$ cat config.mk
export PLATFORM = sky130hd
export DESIGN_NAME = fftr2_ctrl
export DESIGN_NICKNAME = d
export VERILOG_FILES = /design/src/rtl/fftr2_pkg.sv /design/src/rtl/fftr2_ctrl.sv
export VERILOG_INCLUDE_DIRS = /design/src /design/src/rtl
export SDC_FILE = /design/constraint.sdc
export NUM_CORES = 1
export LEC_CHECK = 0
export BUFFER_PORTS_ARGS = -buffer_cell sky130_fd_sc_hd__buf_2
export CAP_MARGIN = 20
export CORE_UTILIZATION = 60
export CTS_CLUSTER_DIAMETER = 100
export DETAILED_ROUTE_END_ITERATION = 10
export PLACE_DENSITY = 0.83
export SYNTH_ARGS = -nofsm -noshare
export SYNTH_HDL_FRONTEND = slang
export SYNTH_SLANG_ARGS = --single-unit
$ cat constraint.sdc
create_clock -name clk -period 7.4 [get_ports clk]
set_input_delay 1.85 -clock clk [delete_from_list [all_inputs] [get_ports clk]]
set_output_delay 1.85 -clock clk [all_outputs]
set_load 0.02 [all_outputs]
$ cat src/rtl/assert_macros.svh
// assertion helpers for the rtl
`ifndef ASSERT_MACROS_SVH
`define ASSERT_MACROS_SVH
`ifndef NO_ASSERTIONS
// property holds at every edge outside reset
`define CHK_ALWAYS(lbl, clk, rst, prop) \
  lbl: assert property (@(posedge clk) disable iff (rst) (prop)) \
    else $error("invariant check failed");
// consequent holds in the same cycle
`define CHK_IMPL(lbl, clk, rst, ante, cons) \
  lbl: assert property (@(posedge clk) disable iff (rst) (ante) |-> (cons)) \
    else $error("implication check failed");
// consequent holds in the next cycle
`define CHK_NEXT(lbl, clk, rst, ante, cons) \
  lbl: assert property (@(posedge clk) disable iff (rst) (ante) |=> (cons)) \
    else $error("next-cycle check failed");
`else
`define CHK_ALWAYS(lbl, clk, rst, prop)
`define CHK_IMPL(lbl, clk, rst, ante, cons)
`define CHK_NEXT(lbl, clk, rst, ante, cons)
`endif
`endif

$ cat src/rtl/fftr2_pkg.sv
package fftr2_pkg;

  // default sizes
  localparam int LOG2_MAX_POINTS_DEF = 10;
  localparam int SAMPLE_BITS_DEF     = 16;
  localparam int TWIDDLE_BITS_DEF    = 16;

  // fixed field widths
  localparam int STORE_BITS      = 27;
  localparam int BIN_BITS        = 10;
  localparam int CFG_BITS        = 4;
  localparam int CFG_INDEX_BITS  = 1;
  localparam int SIZE_LOG2_RESET = 10;

  // register indexes
  localparam logic [CFG_INDEX_BITS-1:0] REG_INVERSE_MODE = 1'b0;
  localparam logic [CFG_INDEX_BITS-1:0] REG_SIZE_LOG2    = 1'b1;

  // input beat kinds
  typedef enum logic {
    ACT_LOAD = 1'b0,
    ACT_READ = 1'b1
  } action_t;

  // store write source
  typedef enum logic [1:0] {
    WSEL_LOAD = 2'd0,
    WSEL_BF_K = 2'd1,
    WSEL_BF_J = 2'd2
  } wsel_t;

  // controller to datapath commands
  typedef struct packed {
    logic  rd_en;
    logic  wr_en;
    wsel_t wr_sel;
    logic  tw_en;
    logic  mul_en;
    logic  sum_en;
    logic  inv;
  } dp_cmd_t;

  localparam logic [63:0] PI_Q32 = 64'd13493037705;

  // q30 sine and cosine of an octant phase, packed {sin, cos}
  function automatic logic [127:0] sincos_oct(input logic [63:0] r);
    logic [63:0]        x;
    logic [63:0]        x2;
    logic [63:0]        ts;
    logic [63:0]        tc;
    logic signed [63:0] ss;
    logic signed [63:0] cs;
    x  = (r * PI_Q32 + (64'd1 << 32)) >> 33;
    x2 = (x * x) >> 30;
    ts = x;
    tc = 64'd1 << 30;
    ss = signed'(x);
    cs = 64'sd1 <<< 30;
    for (int n = 1; n <= 6; n++) begin
      ts = (ts * x2) >> 30;
      tc = (tc * x2) >> 30;
      case (n)
        1: begin ts = ts / 6;   tc = tc / 2;   end
        2: begin ts = ts / 20;  tc = tc / 12;  end
        3: begin ts = ts / 42;  tc = tc / 30;  end
        4: begin ts = ts / 72;  tc = tc / 56;  end
        5: begin ts = ts / 110; tc = tc / 90;  end
        default: begin ts = ts / 156; tc = tc / 132; end
      endcase
      if ((n % 2) == 1) begin
        ss = ss - signed'(ts);
        cs = cs - signed'(tc);
      end else begin
        ss = ss + signed'(ts);
        cs = cs + signed'(tc);
      end
    end
    return {ss, cs};
  endfunction

  // round q30 to frac bits and saturate
  function automatic logic signed [63:0] quant_tw(input logic signed [63:0] v,
                                                  input int frac);
    logic signed [63:0] q;
    logic signed [63:0] hi;
    int                 sh;
    sh = 30 - frac;
    q  = (v + (64'sd1 <<< (sh - 1))) >>> sh;
    hi = (64'sd1 <<< frac) - 64'sd1;
    if (q > hi) q = hi;
    if (q < -hi - 64'sd1) q = -hi - 64'sd1;
    return q;
  endfunction

  // twiddle table entry k, packed {sin[31:0], cos[31:0]}
  function automatic logic [63:0] tw_word(input int k, input int lmax, input int twb);
    logic [63:0]        pw;
    logic [31:0]        p;
    logic [29:0]        r;
    logic [127:0]       sc;
    logic signed [63:0] s0;
    logic signed [63:0] c0;
    logic signed [63:0] s;
    logic signed [63:0] c;
    logic signed [63:0] sq;
    logic signed [63:0] cq;
    pw = 64'(k) << (32 - lmax);
    p  = pw[31:0];
    r  = p[29:0];
    if ({34'd0, r} <= (64'd1 << 29)) begin
      sc = sincos_oct({34'd0, r});
      s0 = sc[127:64];
      c0 = sc[63:0];
    end else begin
      sc = sincos_oct((64'd1 << 30) - {34'd0, r});
      c0 = sc[127:64];
      s0 = sc[63:0];
    end
    if (p[30]) begin
      s = c0;
      c = -s0;
    end else begin
      s = s0;
      c = c0;
    end
    sq = quant_tw(s, twb - 1);
    cq = quant_tw(c, twb - 1);
    return {sq[31:0], cq[31:0]};
  endfunction

endpackage

$ cat src/rtl/fftr2_ctrl.sv
`include "assert_macros.svh"

module fftr2_ctrl #(
  parameter int LOG2_MAX_POINTS = fftr2_pkg::LOG2_MAX_POINTS_DEF,
  parameter int TAW             = (LOG2_MAX_POINTS > 1) ? LOG2_MAX_POINTS - 1 : 1,
  parameter int LW              = $clog2(LOG2_MAX_POINTS + 1)
) (
  input  logic                                 clk,
  input  logic                                 rst,
  input  logic                                 cfg_we,
  input  logic [fftr2_pkg::CFG_INDEX_BITS-1:0] cfg_index,
  input  logic [fftr2_pkg::CFG_BITS-1:0]       cfg_data,
  input  logic                                 in_valid,
  output logic                                 in_ready,
  input  logic                                 action,
  output logic                                 out_valid,
  input  logic                                 out_ready,
  output logic [fftr2_pkg::BIN_BITS-1:0]       bin_index,
  output logic                                 last,
  output fftr2_pkg::dp_cmd_t                   cmd,
  output logic [LOG2_MAX_POINTS-1:0]           rd_addr,
  output logic [LOG2_MAX_POINTS-1:0]           wr_addr,
  output logic [TAW-1:0]                       tw_addr,
  output logic [LW-1:0]                        out_shift
);
  import fftr2_pkg::*;

  localparam int AW = LOG2_MAX_POINTS;
  localparam int CW = LOG2_MAX_POINTS + 1;
  localparam logic [LW-1:0] LG_MAX   = LW'(LOG2_MAX_POINTS);
  localparam logic [LW-1:0] LG_RESET =
    (SIZE_LOG2_RESET > LOG2_MAX_POINTS) ? LW'(LOG2_MAX_POINTS) : LW'(SIZE_LOG2_RESET);

  typedef enum logic [5:0] {
    ST_IDLE = 6'b000001,
    ST_RDK  = 6'b000010,
    ST_RDJ  = 6'b000100,
    ST_SUM  = 6'b001000,
    ST_WRK  = 6'b010000,
    ST_WRJ  = 6'b100000
  } state_t;

  state_t                state, state_next;
  logic                  inverse_mode;
  logic [CFG_BITS-1:0]   size_log2;
  logic [LW-1:0]         frame_log2, frame_log2_next;
  logic                  frame_inv, frame_inv_next;
  logic [CW-1:0]         load_count, load_count_next;
  logic [CW-1:0]         read_count, read_count_next;
  logic [LW-1:0]         stage, stage_next;
  logic [AW-1:0]         bfly, bfly_next;
  logic                  out_valid_next;
  logic [BIN_BITS-1:0]   bin_index_next;
  logic                  last_next;

  logic                  accept;
  logic [LW-1:0]         lg_clamp;
  logic [LW-1:0]         lg_eff;
  logic [CW-1:0]         n_eff;
  logic [CW-1:0]         frame_n;
  logic [AW-1:0]         rev_full;
  logic [AW-1:0]         rev_addr;
  logic [AW-1:0]         mask;
  logic [AW-1:0]         j_addr;
  logic [AW-1:0]         k_addr;
  logic [AW-1:0]         tw_full;
  logic                  bfly_last;

  // frame size, clamped to the store
  assign lg_clamp = ({1'b0, size_log2} > 5'(LOG2_MAX_POINTS)) ? LG_MAX : LW'(size_log2);
  assign lg_eff   = (load_count == '0) ? lg_clamp : frame_log2;
  assign n_eff    = CW'(1) << lg_eff;
  assign frame_n  = CW'(1) << frame_log2;

  // bit-reversed load address puts the frame in butterfly order
  always_comb begin
    for (int b = 0; b < AW; b++) begin
      rev_full[b] = load_count[AW-1-b];
    end
  end
  assign rev_addr = rev_full >> (LG_MAX - lg_eff);

  // butterfly addressing: insert a zero at bit stage-1
  assign mask      = (AW'(1) << (stage - LW'(1))) - AW'(1);
  assign j_addr    = ((bfly & ~mask) << 1) | (bfly & mask);
  assign k_addr    = j_addr | (mask + AW'(1));
  assign tw_full   = (bfly & mask) << (LG_MAX - stage);
  assign tw_addr   = TAW'(tw_full);
  assign bfly_last = {1'b0, bfly} == ((frame_n >> 1) - CW'(1));

  assign in_ready  = (state == ST_IDLE) && (!out_valid || out_ready);
  assign accept    = in_valid && in_ready;
  assign out_shift = frame_inv ? frame_log2 : '0;

  // sequencer
  always_comb begin
    state_next      = state;
    frame_log2_next = frame_log2;
    frame_inv_next  = frame_inv;
    load_count_next = load_count;
    read_count_next = read_count;
    stage_next      = stage;
    bfly_next       = bfly;
    out_valid_next  = out_valid && !out_ready;
    bin_index_next  = bin_index;
    last_next       = last;
    cmd             = '0;
    cmd.wr_sel      = WSEL_LOAD;
    cmd.inv         = frame_inv;
    rd_addr         = read_count[AW-1:0];
    wr_addr         = rev_addr;
    unique case (state)
      ST_IDLE: begin
        if (accept) begin
          if (action == ACT_LOAD) begin
            if (load_count < n_eff) begin
              cmd.wr_en       = 1'b1;
              load_count_next = load_count + CW'(1);
              frame_log2_next = lg_eff;
              if ((load_count + CW'(1)) == n_eff) begin
                frame_inv_next  = inverse_mode;
                stage_next      = LW'(1);
                bfly_next       = '0;
                read_count_next = '0;
                if (lg_eff != '0) begin
                  state_next = ST_RDK;
                end
              end
            end
          end else if (load_count == frame_n && read_count < frame_n) begin
            cmd.rd_en       = 1'b1;
            out_valid_next  = 1'b1;
            bin_index_next  = BIN_BITS'(read_count);
            last_next       = read_count == (frame_n - CW'(1));
            read_count_next = read_count + CW'(1);
            if ((read_count + CW'(1)) == frame_n) begin
              read_count_next = '0;
              load_count_next = '0;
            end
          end
        end
      end
      ST_RDK: begin
        cmd.rd_en  = 1'b1;
        cmd.tw_en  = 1'b1;
        rd_addr    = k_addr;
        state_next = ST_RDJ;
      end
      ST_RDJ: begin
        cmd.rd_en  = 1'b1;
        cmd.mul_en = 1'b1;
        rd_addr    = j_addr;
        state_next = ST_SUM;
      end
      ST_SUM: begin
        cmd.sum_en = 1'b1;
        state_next = ST_WRK;
      end
      ST_WRK: begin
        cmd.wr_en  = 1'b1;
        cmd.wr_sel = WSEL_BF_K;
        wr_addr    = k_addr;
        state_next = ST_WRJ;
      end
      ST_WRJ: begin
        cmd.wr_en  = 1'b1;
        cmd.wr_sel = WSEL_BF_J;
        wr_addr    = j_addr;
        state_next = ST_RDK;
        if (bfly_last) begin
          bfly_next = '0;
          if (stage == frame_log2) begin
            state_next = ST_IDLE;
          end else begin
            stage_next = stage + LW'(1);
          end
        end else begin
          bfly_next = bfly + AW'(1);
        end
      end
      default: begin
        state_next = ST_IDLE;
      end
    endcase
  end

  // state and config registers
  always_ff @(posedge clk) begin
    if (rst) begin
      state        <= ST_IDLE;
      inverse_mode <= 1'b0;
      size_log2    <= CFG_BITS'(SIZE_LOG2_RESET);
      frame_log2   <= LG_RESET;
      frame_inv    <= 1'b0;
      load_count   <= '0;
      read_count   <= '0;
      stage        <= LW'(1);
      bfly         <= '0;
      out_valid    <= 1'b0;
      bin_index    <= '0;
      last         <= 1'b0;
    end else begin
      state      <= state_next;
      frame_log2 <= frame_log2_next;
      frame_inv  <= frame_inv_next;
      load_count <= load_count_next;
      read_count <= read_count_next;
      stage      <= stage_next;
      bfly       <= bfly_next;
      out_valid  <= out_valid_next;
      bin_index  <= bin_index_next;
      last       <= last_next;
      if (cfg_we) begin
        unique case (cfg_index)
          REG_INVERSE_MODE: inverse_mode <= cfg_data[0];
          REG_SIZE_LOG2:    size_log2    <= cfg_data;
        endcase
      end
    end
  end

  `CHK_ALWAYS(a_load_bound, clk, rst, load_count <= frame_n)
  `CHK_IMPL(a_busy_full, clk, rst, state != ST_IDLE, load_count == frame_n)
  `CHK_IMPL(a_read_full, clk, rst, read_count != '0, load_count == frame_n)
  `CHK_IMPL(a_stage_range, clk, rst, state != ST_IDLE, stage >= LW'(1) && stage <= frame_log2)
  `CHK_NEXT(a_wrj_next, clk, rst, state == ST_WRJ, state == ST_RDK || state == ST_IDLE)

endmodule

Word level (Yosys, flattened, before mapping)
Cells that the tools add are included.

Order comparisons: 3. Divide/modulo/power cells: 0. Eq/ne operators: 21. Reduce and logical (&&, ||, !) cells: 24. Add/subtract/negate cells: 11. Shifts and indexed selects: 5. Muxes and demuxes: 50. $mul: 0. Bitwise logic cells: 7.

Operators with widths (number): $mux 11 (9); $pmux 10 s2 (3); $mux 10 (5); $eq 11x11->1 (4); $mux 4 (9); $pmux 6 s6 (1); $mux 6 (5); $reduce_and 5->1 (5); $add 11x1->11 const B (2); $lt 11x11->1 (2); $shl 1x4->11 const A (2); $add 10x1->10 const B (2); $or 10x10->10 (2); $eq 10x11->1 (1); $logic_not 11->1 (1); $mux 1 (11); $sub 10x1->11 const B (1); $sub 11x1->11 const B (1); $and 10x10->10 (1); $ne 2x1->1 const B (5); $shl 1x4->10 const A (1); $shl 10x4->9 (1); $shr 10x4->10 (1); $sub 10x2->10 const B (1); other kinds (28) (45).

Memories kept: 0. Bits of input ports: 11. Register bits: 64. Bits in read-only memories: 0. Memory bits (writable): 0. Latch bits: 0.

Depth between registers and ports, before layout
Gate-level depths: netlist of the first run.

Depth in word-level cells: 10. Mapped depth: 20.

Worst setup path before layout of the first run
No wires, ideal clock.

Path kind: register -> output. From: reg stage[0]. To: out rd_addr[9]. Cell stages (with the launch flop): 17. Arrival time: 4.196 ns. Data required time: 5.550 ns. Buffers on the path: 2. Path slack: 1.354 ns. Path through: dfxtp_1 > buf_1 > inv_1 > ha_1 > o31ai_1 > and3_1 > clkbuf_1 > inv_1 > ha_1 > nor2b_1 > a31oi_1 > o22ai_1 > nand2_1 > nor4_1 > mux2i_1 > a21oi_1 > o21ai_0.

Cells in the longest elaborated chain, start to end: 8. Elaborated cells between the ends (all ways): 10. Those cells by class: add/sub: 3; shift: 1; mux: 1; bitwise: 5.

RTL lines: start, declared (line fftr2_ctrl.sv:50) `logic [LW-1:0] stage, stage_next;`; start signal, assigned (line fftr2_ctrl.sv:208) `stage <= stage_next;`; $sub 4x1->4 (*) (line fftr2_ctrl.sv:84) `assign mask = (AW'(1) << (stage - LW'(1))) - AW'(1);`; $shl 1x4->10 (*) (line fftr2_ctrl.sv:84); $sub 10x2->10 (*) (line fftr2_ctrl.sv:84); parallel branches: the longest is 4 deep, another holds $add 10x1->10; $pmux 10 s2 (*) (line fftr2_ctrl.sv:112) `unique case (state)`; end, declared (line fftr2_ctrl.sv:21) `output logic [LOG2_MAX_POINTS-1:0] rd_addr,`.

Every way passes the cells marked *.

Worst setup path after layout of the first run
From: reg stage[1]. To: out rd_addr[9].

The elaborated chain is that of the path after synthesis.

==> results.tsv, run 1 <==
stage	metric	value	unit
sta	Period Utilization, post-route	89.1	%
clock_tree	post-CTS setup-driven buffer insertion count	0	
route	post-route antenna net violation count	0	
clock_tree	clock root buffer	sky130_fd_sc_hd__clkbuf_16	
worst_setup_path	worst reg2reg endpoint	state[0]	
synth	post-synthesis average cell area	7.04	um^2
sta	transition time at the pin with the least slew margin	0.959	ns
sta	Max Transition Viols Final	0	
pwr	Internal Pwr Total	0.695	mW
route	Detailed Route Iter0 Violations	951	
sta	unrepaired setup endpoints after global routing	no	
synth	post-synthesis cell area	0.00760	mm^2
synth	Syn Inst Count	1080	
floorplanning	Cell Rows	40	
clock_tree	number of cells upsized or downsized after cts	0	
final_layout	cell area after layout	0.00819	mm^2
placed_design	placement-stage cell area	0.00788	mm^2
pwr	share of total power in sequential cells	35.5	%
worst_setup_path	crit path capture type	output pin	
clock_tree	number of levels the H-tree was split into	3	
floorplanning	area of the die	0.0131	mm^2
synth	sequential cell area fraction in the yosys report	16.9	%
final_layout	Diodes inserted	0	
worst_setup_path	endpoint required time on the critical path	5.55	ns
floorplanning	die outline width	115	um
synth	net count after synthesis	1126	
synth	top cells by area, synth	sky130_fd_sc_hd__dfxtp_1 (17%), sky130_fd_sc_hd__a21oi_1 (5.8%), sky130_fd_sc_hd__ha_1 (5.8%)	
pwr	part of the power in the clock network	45.0	%
sta	Min Hold Slack	0.448	ns
route	average wire per standard cell	20.7	um
route	TritonRoute pass-1 iters	6	
clock_tree	Max Root-Sink Buffers	2	
synth	most frequently used flop master after synthesis	sky130_fd_sc_hd__dfxtp_1	
worst_setup_path	reg2reg path depth	13	
synth	post-synthesis async set-or-reset flop share	0	%
grt	vias in the first global route	7572	
floorplanning	area of the core	0.0122	mm^2
flow_run	Max-Cap Viols	0	
synth	number of enable-type register cells in the synthesized netlist	0	
placed_design	post-detail-place hpwl	18900	um
sta	final period demand of the worst path	6.59	ns
pwr	Static Leakage	3.06	nW
hold_path	number of cells on the worst hold path	2	
final_layout	area occupied by multi-input gates	0.00577	mm^2
sta	Final Hold Vio Count	0	
final_layout	final core occ	67.3	%
floorplanning	initial core utilization	62.5	%
synth	cell taking the most area after synthesis	sky130_fd_sc_hd__dfxtp_1	
pwr	Peak supply drop	0.116	mV
worst_setup_path	launching element type of the critical path	flip-flop	
clock_tree	Worst-path clk slew	0.06	ns
sta	Setup-failing EPs final	0	
synth	total of warnings raised by yosys	0	
route	Final Routed Wirelength	26000	um
worst_setup_path	worst-path fanout max	14	
pwr	total power density per cell area	125	mW/mm^2
sta	worst clock skew	0.00896	ns
pwr	switching part of the total power	32.0	%
route	post-DR vias/cell	6.80	
floorplanning	die boundary height	115	um
final_layout	number of inserted filler cells in the final layout	1137	
synth	number of register bits inferred by synthesis	64	
sta	total negative setup slack	0	ns
final_layout	number of nets at the end of the flow	1125	
floorplanning	Top-Level Pins	65	
clock_tree	Inserted Clock Buffers	9	
hold_path	Endpoint, Worst Hold	bin_index[4]	
synth	area fraction of the dominant cell type after synthesis	16.9	%
worst_setup_path	data arrival at the endpoint of the critical path	4.74	ns
final_layout	most common library cell in the layout ignoring fill and taps	sky130_fd_sc_hd__nand2_1	
grt	maximum number of pins on one net before global-route repair	56	
outcome	outcome	finished clean	
route	DRC violation count after routing	0	
clock_tree	hold buffer count at cts	0	
final_layout	storage element area	0.00128	mm^2
placed_design	IO buf count	64	
placed_design	Placer Congestion	1.03	
pwr	part of the total power dissipated in combinational logic	19.5	%
final_layout	top library cells by usage in the layout, fill and taps aside	sky130_fd_sc_hd__nand2_1 (106), sky130_fd_sc_hd__nor2_1 (93), sky130_fd_sc_hd__a21oi_1 (88)	
worst_setup_path	reg-to-reg slack, setup	2.37	ns
hold_path	hold wc startpoint	bin_index[4]	
final_layout	share of cells above drive strength 1	12.4	%
final_layout	P&R area growth vs syn	7.69	%
hold_path	Hold Path Class	flip-flop to flip-flop	
grt	global-route usage over all layers	40.4	%
grt	antenna violations before repair	1	
clock_tree	TritonCTS sink count	64	
grt	total gr overflow	0	
worst_setup_path	path type of the worst setup path	flip-flop to output pin	
sta	maximum clock frequency	152	MHz
synth	number of distinct library cells after synthesis	85	
worst_setup_path	reg-to-reg startpoint	load_count[0]	
route	via count of the routed design	8511	
pwr	net load switching power	0.327	mW
clock_tree	clock latency on the worst-skew pair	0.36	ns
sta	Rel. slew slack	35.6	%
grt	global-route wire length before repair	41000	um
clock_tree	clock tree from TritonCTS	built	
[final cells by class]
type	instances	share of cell area, %
clock buffer	10	2.92
timing repair buffer	82	5.56
clock inverter	6	0.825
inverter	43	1.97
sequential	64	15.7
tap	168	2.57
multi-input combinational	879	70.5
[worst max-delay path by stage]
stage          startpoint          to  slack [ns]  cells after the start
2_1_floorplan    stage[0]  rd_addr[9]        1.35                     16
3_3_place_gp     stage[1]  rd_addr[9]        1.42                     15
3_5_place_dp     stage[1]  rd_addr[9]        1.37                     15
4_1_cts          stage[1]  rd_addr[9]        0.95                     15
5_1_grt          stage[1]  rd_addr[9]        0.43                     15
6_report         stage[1]  rd_addr[9]        0.81                     15
[stage by stage]
stage / instances / total power [mW] / setup WS [ns]
6_report: 1252 / 1.02 / 0.809
5_1_grt: 1252 / 1.05 / 0.427
4_1_cts: 1252 / 1.01 / 0.952
3_5_place_dp: 1236 / 0.563 / 1.37
3_3_place_gp: 1236 / 0.561 / 1.42
2_1_floorplan: 1080 / 0.514 / 1.35
[registers in the layout, indices dropped and copies added (netlist names)]
register / flops
bin_index: 10
stage: 4
bfly: 10
state: 6
frame_log2: 4
inverse_mode: 1
size_log2: 4
read_count: 11
last: 1
load_count: 11
frame_inv: 1
out_valid: 1
[power by group through the flow]
stage                     sequential [mW]  combinational [mW]  clock (mW)
after floorplan                     0.360               0.154           0
after CTS                           0.362               0.194       0.458
after global placement              0.369               0.192           0
after global routing                0.363               0.215       0.476
final                               0.363               0.199       0.459
after detailed placement            0.370               0.193           0
[cells in the mapped netlist, types with 12 or more instances]
cell type / instances
sky130_fd_sc_hd__xnor2_1: 36
sky130_fd_sc_hd__nor3_1: 24
sky130_fd_sc_hd__mux2i_1: 17
sky130_fd_sc_hd__nand4_1: 22
sky130_fd_sc_hd__nand3_1: 41
sky130_fd_sc_hd__ha_1: 35
sky130_fd_sc_hd__o31ai_1: 13
sky130_fd_sc_hd__a31oi_1: 16
sky130_fd_sc_hd__o21a_1: 15
sky130_fd_sc_hd__o22ai_1: 14
sky130_fd_sc_hd__and2_1: 17
sky130_fd_sc_hd__buf_2: 12
sky130_fd_sc_hd__a21oi_1: 88
sky130_fd_sc_hd__a211oi_1: 17
sky130_fd_sc_hd__o211ai_1: 20
sky130_fd_sc_hd__dfxtp_1: 64
sky130_fd_sc_hd__nand2b_1: 16
sky130_fd_sc_hd__o21ai_0: 58
sky130_fd_sc_hd__or3_1: 13
sky130_fd_sc_hd__clkbuf_1: 67
sky130_fd_sc_hd__inv_1: 41
sky130_fd_sc_hd__nor2_1: 93
sky130_fd_sc_hd__nand2_1: 106
sky130_fd_sc_hd__nor4_1: 13
sky130_fd_sc_hd__nor2b_1: 18
sky130_fd_sc_hd__xor2_1: 19
[logic make-up (layout without fill, tap and decap cells)]
| kind of cell | count (synthesis) | in the layout | share of synthesized area, % |
|---|---|---|---|
| compound gates | 328 | 328 | 28.6 |
| simple gates | 433 | 433 | 30.5 |
| flops | 64 | 64 | 16.9 |
| buf+inv | 137 | 141 | 7.23 |
| mux | 26 | 26 | 4.16 |
| xor+xnor | 57 | 57 | 6.93 |
| fa+ha+maj | 35 | 35 | 5.76 |
[per-layer routing]
layer	vias up	track usage [%]	routed length (um)
met2	503	62.5	11600
li1	3994	-	-
met1	3904	51.8	10500
met4	2	21.2	1170
met3	108	10.2	2700
met5	-	0	13
[worst max-delay path, stage by stage (launching register included)]
cell and delay [ns]:
sky130_fd_sc_hd__dfxtp_1 0.61, sky130_fd_sc_hd__inv_1 0.16, sky130_fd_sc_hd__ha_1 0.28, sky130_fd_sc_hd__o31ai_1 0.41, sky130_fd_sc_hd__and3_1 0.38, sky130_fd_sc_hd__inv_1 0.13, sky130_fd_sc_hd__ha_1 0.27, sky130_fd_sc_hd__nor2b_1 0.18
sky130_fd_sc_hd__a31oi_1 0.11, sky130_fd_sc_hd__o22ai_1 0.40, sky130_fd_sc_hd__nand2_1 0.19, sky130_fd_sc_hd__nor4_1 0.56, sky130_fd_sc_hd__mux2i_1 0.26, sky130_fd_sc_hd__a21oi_1 0.10, sky130_fd_sc_hd__o21ai_0 0.14, sky130_fd_sc_hd__buf_2 0.20
Note: power is estimated with default switching activity, not from simulation.
==> inputs of run 2 (changes only) <==
--- a/config.mk
+++ b/config.mk
@@ -8,6 +8,7 @@
 export LEC_CHECK = 0
 export BUFFER_PORTS_ARGS = -buffer_cell sky130_fd_sc_hd__buf_2
 export CAP_MARGIN = 20
+export CORE_ASPECT_RATIO = 1.2
 export CORE_UTILIZATION = 60
 export CTS_CLUSTER_DIAMETER = 100
 export DETAILED_ROUTE_END_ITERATION = 10
==> run 2 against run 1 <==
  * Wire length increased by 0.92%
  * Largest power group unchanged
  * Critical path type unchanged
  * Non-clock buffer count decreased by 4
  * Worst hold slack got worse by 0.0019 ns
  * Utilization decreased by 0.41 points
  * Setup slack improved by 0.12 ns
  * Critical path depth unchanged
  * Sequential power about the same
==> results.tsv, run 2 (same netlist as run 1, synthesis figures left out) <==
stage	metric	value	unit	change
outcome	outcome	finished clean		
route	Final Routed Wirelength	26200	um	+0.92%
clock_tree	hold buffer count at cts	0		unchanged
worst_setup_path	last element of the critical path	rd_addr[9]		
floorplanning	area of the die	0.0131	mm^2	about the same
final_layout	final core occ	66.9	%	-0.41 points
sta	final period demand of the worst path	6.47	ns	-0.119 ns
worst_setup_path	reg2reg path depth	14		+1
sta	unrepaired setup endpoints after global routing	no		
route	DRC violation count after routing	0		unchanged
worst_setup_path	launching element type of the critical path	flip-flop		
final_layout	number of nets at the end of the flow	1121		-0.36%
pwr	Tot Pwr	1.05	mW	+2.4%
worst_setup_path	Critical path origin	stage[1]		
grt	antenna violations before repair	0		-1
clock_tree	Inserted Clock Buffers	9		unchanged
final_layout	top library cells by usage in the layout, fill and taps aside	sky130_fd_sc_hd__nand2_1 (106), sky130_fd_sc_hd__nor2_1 (93), sky130_fd_sc_hd__a21oi_1 (88)		
clock_tree	clock root buffer	sky130_fd_sc_hd__clkbuf_16		
worst_setup_path	highest-delay cell along the critical path	sky130_fd_sc_hd__dfxtp_1		
grt	global-route wire length before repair	41800	um	+2.0%
worst_setup_path	reg-to-reg startpoint	load_count[0]		
worst_setup_path	worst reg2reg endpoint	read_count[6]		
worst_setup_path	cell type group with the largest total delay on the critical path	simple AND/OR/NAND/NOR gates		
placed_design	post-detail-place hpwl	19100	um	+0.93%
route	via count of the routed design	8608		+1.1%
final_layout	P&R area growth vs syn	7.55	%	
worst_setup_path	crit path cell chain	inv_1, ha_1, o31ai_1, and3_1, inv_1, ha_1, nor2b_1, a31oi_1, o22ai_1, nand2_1, nor4_1, mux2i_1, a21oi_1, o21ai_0, buf_2		
clock_tree	post-CTS setup-driven buffer insertion count	0		unchanged
sta	Min Hold Slack	0.446	ns	-0.00191 ns
final_layout	number of inserted filler cells in the final layout	1127		-0.88%
clock_tree	Max Root-Sink Buffers	2		unchanged
clock_tree	number of levels the H-tree was split into	3		unchanged
clock_tree	TritonCTS sink count	64		unchanged
worst_setup_path	path type of the worst setup path	flip-flop to output pin		
route	Detailed Route Iter0 Violations	887		-6.7%
final_layout	share of cells above drive strength 1	12.0	%	-0.32 points
clock_tree	clock tree from TritonCTS	built		
sta	Setup-failing EPs final	0		unchanged
worst_setup_path	crit path capture type	output pin		
clock_tree	Worst-path clk slew	0.06	ns	about the same
floorplanning	area of the core	0.0122	mm^2	+0.49%
sta	Max Transition Viols Final	0		unchanged
flow_run	Max-Cap Viols	0		unchanged
final_layout	Diodes inserted	0		unchanged
worst_setup_path	data arrival at the endpoint of the critical path	4.62	ns	-0.12 ns
route	post-route antenna net violation count	0		unchanged
grt	global-route usage over all layers	39.9	%	-0.47 points
sta	Rel. slew slack	31.4	%	-4.2 points
route	TritonRoute pass-1 iters	6		unchanged
sta	maximum clock frequency	154	MHz	+1.8%
route	average wire per standard cell	21.1	um	+1.8%
pwr	total power density per cell area	128	mW/mm^2	+2.5%
hold_path	Hold Path Class	flip-flop to flip-flop		
pwr	Peak supply drop	0.134	mV	+16%
clock_tree	number of cells upsized or downsized after cts	0		unchanged
final_layout	storage element area	0.00128	mm^2	unchanged
floorplanning	Top-Level Pins	65		unchanged
sta	worst clock skew	0.00890	ns	-0.0000626 ns
worst_setup_path	worst-path fanout max	14		unchanged
placed_design	IO buf count	64		unchanged
sta	Final Hold Vio Count	0		unchanged
floorplanning	die outline width	105	um	-8.6%
worst_setup_path	peak per-stage delay on the critical path	0.63	ns	+0.02 ns
worst_setup_path	Buf+Inv Stages, Crit Path	3		unchanged
sta	total negative setup slack	0	ns	unchanged
grt	vias in the first global route	7956		+5.1%
grt	maximum number of pins on one net before global-route repair	34		-39%
worst_setup_path	reg-to-reg slack, setup	2.03	ns	-0.34 ns
final_layout	most common library cell in the layout ignoring fill and taps	sky130_fd_sc_hd__nand2_1		
clock_tree	clock latency on the worst-skew pair	0.34	ns	-0.02 ns
floorplanning	Cell Rows	44		+10%
worst_setup_path	Crit path depth	15		unchanged
final_layout	area occupied by multi-input gates	0.00578	mm^2	+0.15%
sta	Period Utilization, post-route	87.5	%	-1.6 points
grt	total gr overflow	0		unchanged
pwr	Static Leakage	3.04	nW	-0.45%
sta	transition time at the pin with the least slew margin	1.03	ns	+0.0663 ns
final_layout	largest registers	load_count x11, read_count x11		
placed_design	Placer Congestion	1.03		+0.30%
route	post-DR vias/cell	6.94		+2.0%
floorplanning	die boundary height	125	um	+9.4%
worst_setup_path	endpoint required time on the critical path	5.55	ns	about the same
floorplanning	initial core utilization	62.2	%	-0.31 points
run 2: cell count changes in the layout (fill, tap and decap cells not counted), sizes merged:
cell	previous run	this run
buf	82	78
clkbuf	10	9
bufinv	1	2
inv	42	43
clkinv	4	3
run 2: metal layers:
| metal | share of wire [%] | track usage, % | wire length, um |
|---|---|---|---|
| met5 | 0 | 0 | 0 |
| met3 | 9.5 | 5.53 | 2490 |
| met1 | 38 | 49.2 | 10100 |
| met4 | 6.3 | 27.0 | 1660 |
| met2 | 46 | 64.6 | 12000 |
run 2: final cells by class:
cell class                 instances  share of cell area [%]
clock buffer                       9                    2.75
clock inverter                     7                    1.24
inverter                          43                    1.97
multi-input combinational        879                    70.7
sequential                        64                    15.7
tap                              161                    2.46
timing repair buffer              78                    5.20
run 2: worst register-to-register path, delay by kind of cell, from the launching register on:
family | cells | cell delay, ns
AOI/OAI and AO/OA | 3 | 1.06
muxes | 1 | 0.33
and+or+nand+nor | 5 | 2.87
adders and majority gates | 2 | 0.36
DFF | 1 | 0.29
buffers and inverters | 3 | 0.39
run 2: how the worst min path moves through the flow:
stage,start,end,slack [ns],cells after the start
5_1_grt,bin_index[3],bin_index[3],0.47,2
3_3_place_gp,bin_index[0],bin_index[0],0.44,2
2_1_floorplan,inverse_mode,frame_inv,0.45,2
3_5_place_dp,bin_index[3],bin_index[3],0.44,2
4_1_cts,bin_index[3],bin_index[3],0.45,2
6_report,bin_index[3],bin_index[3],0.45,2
run 2: power by group:
group	total, mW	leakage, nW	internal (mW)	switching (mW)
sequential	0.362	0.517	0.349	0.0134
combinational	0.201	2.38	0.0750	0.126
clock	0.482	0.153	0.298	0.184
run 2: stage by stage:
step | area (um^2) | setup WS (ns) | std cells
after CTS | 8180 | 0.967 | 1241
after global routing | 8180 | 0.463 | 1241
after global placement | 7850 | 1.43 | 1225
final | 8180 | 0.927 | 1241
after detailed placement | 7850 | 1.34 | 1225
after floorplan | 7600 | 1.35 | 1080
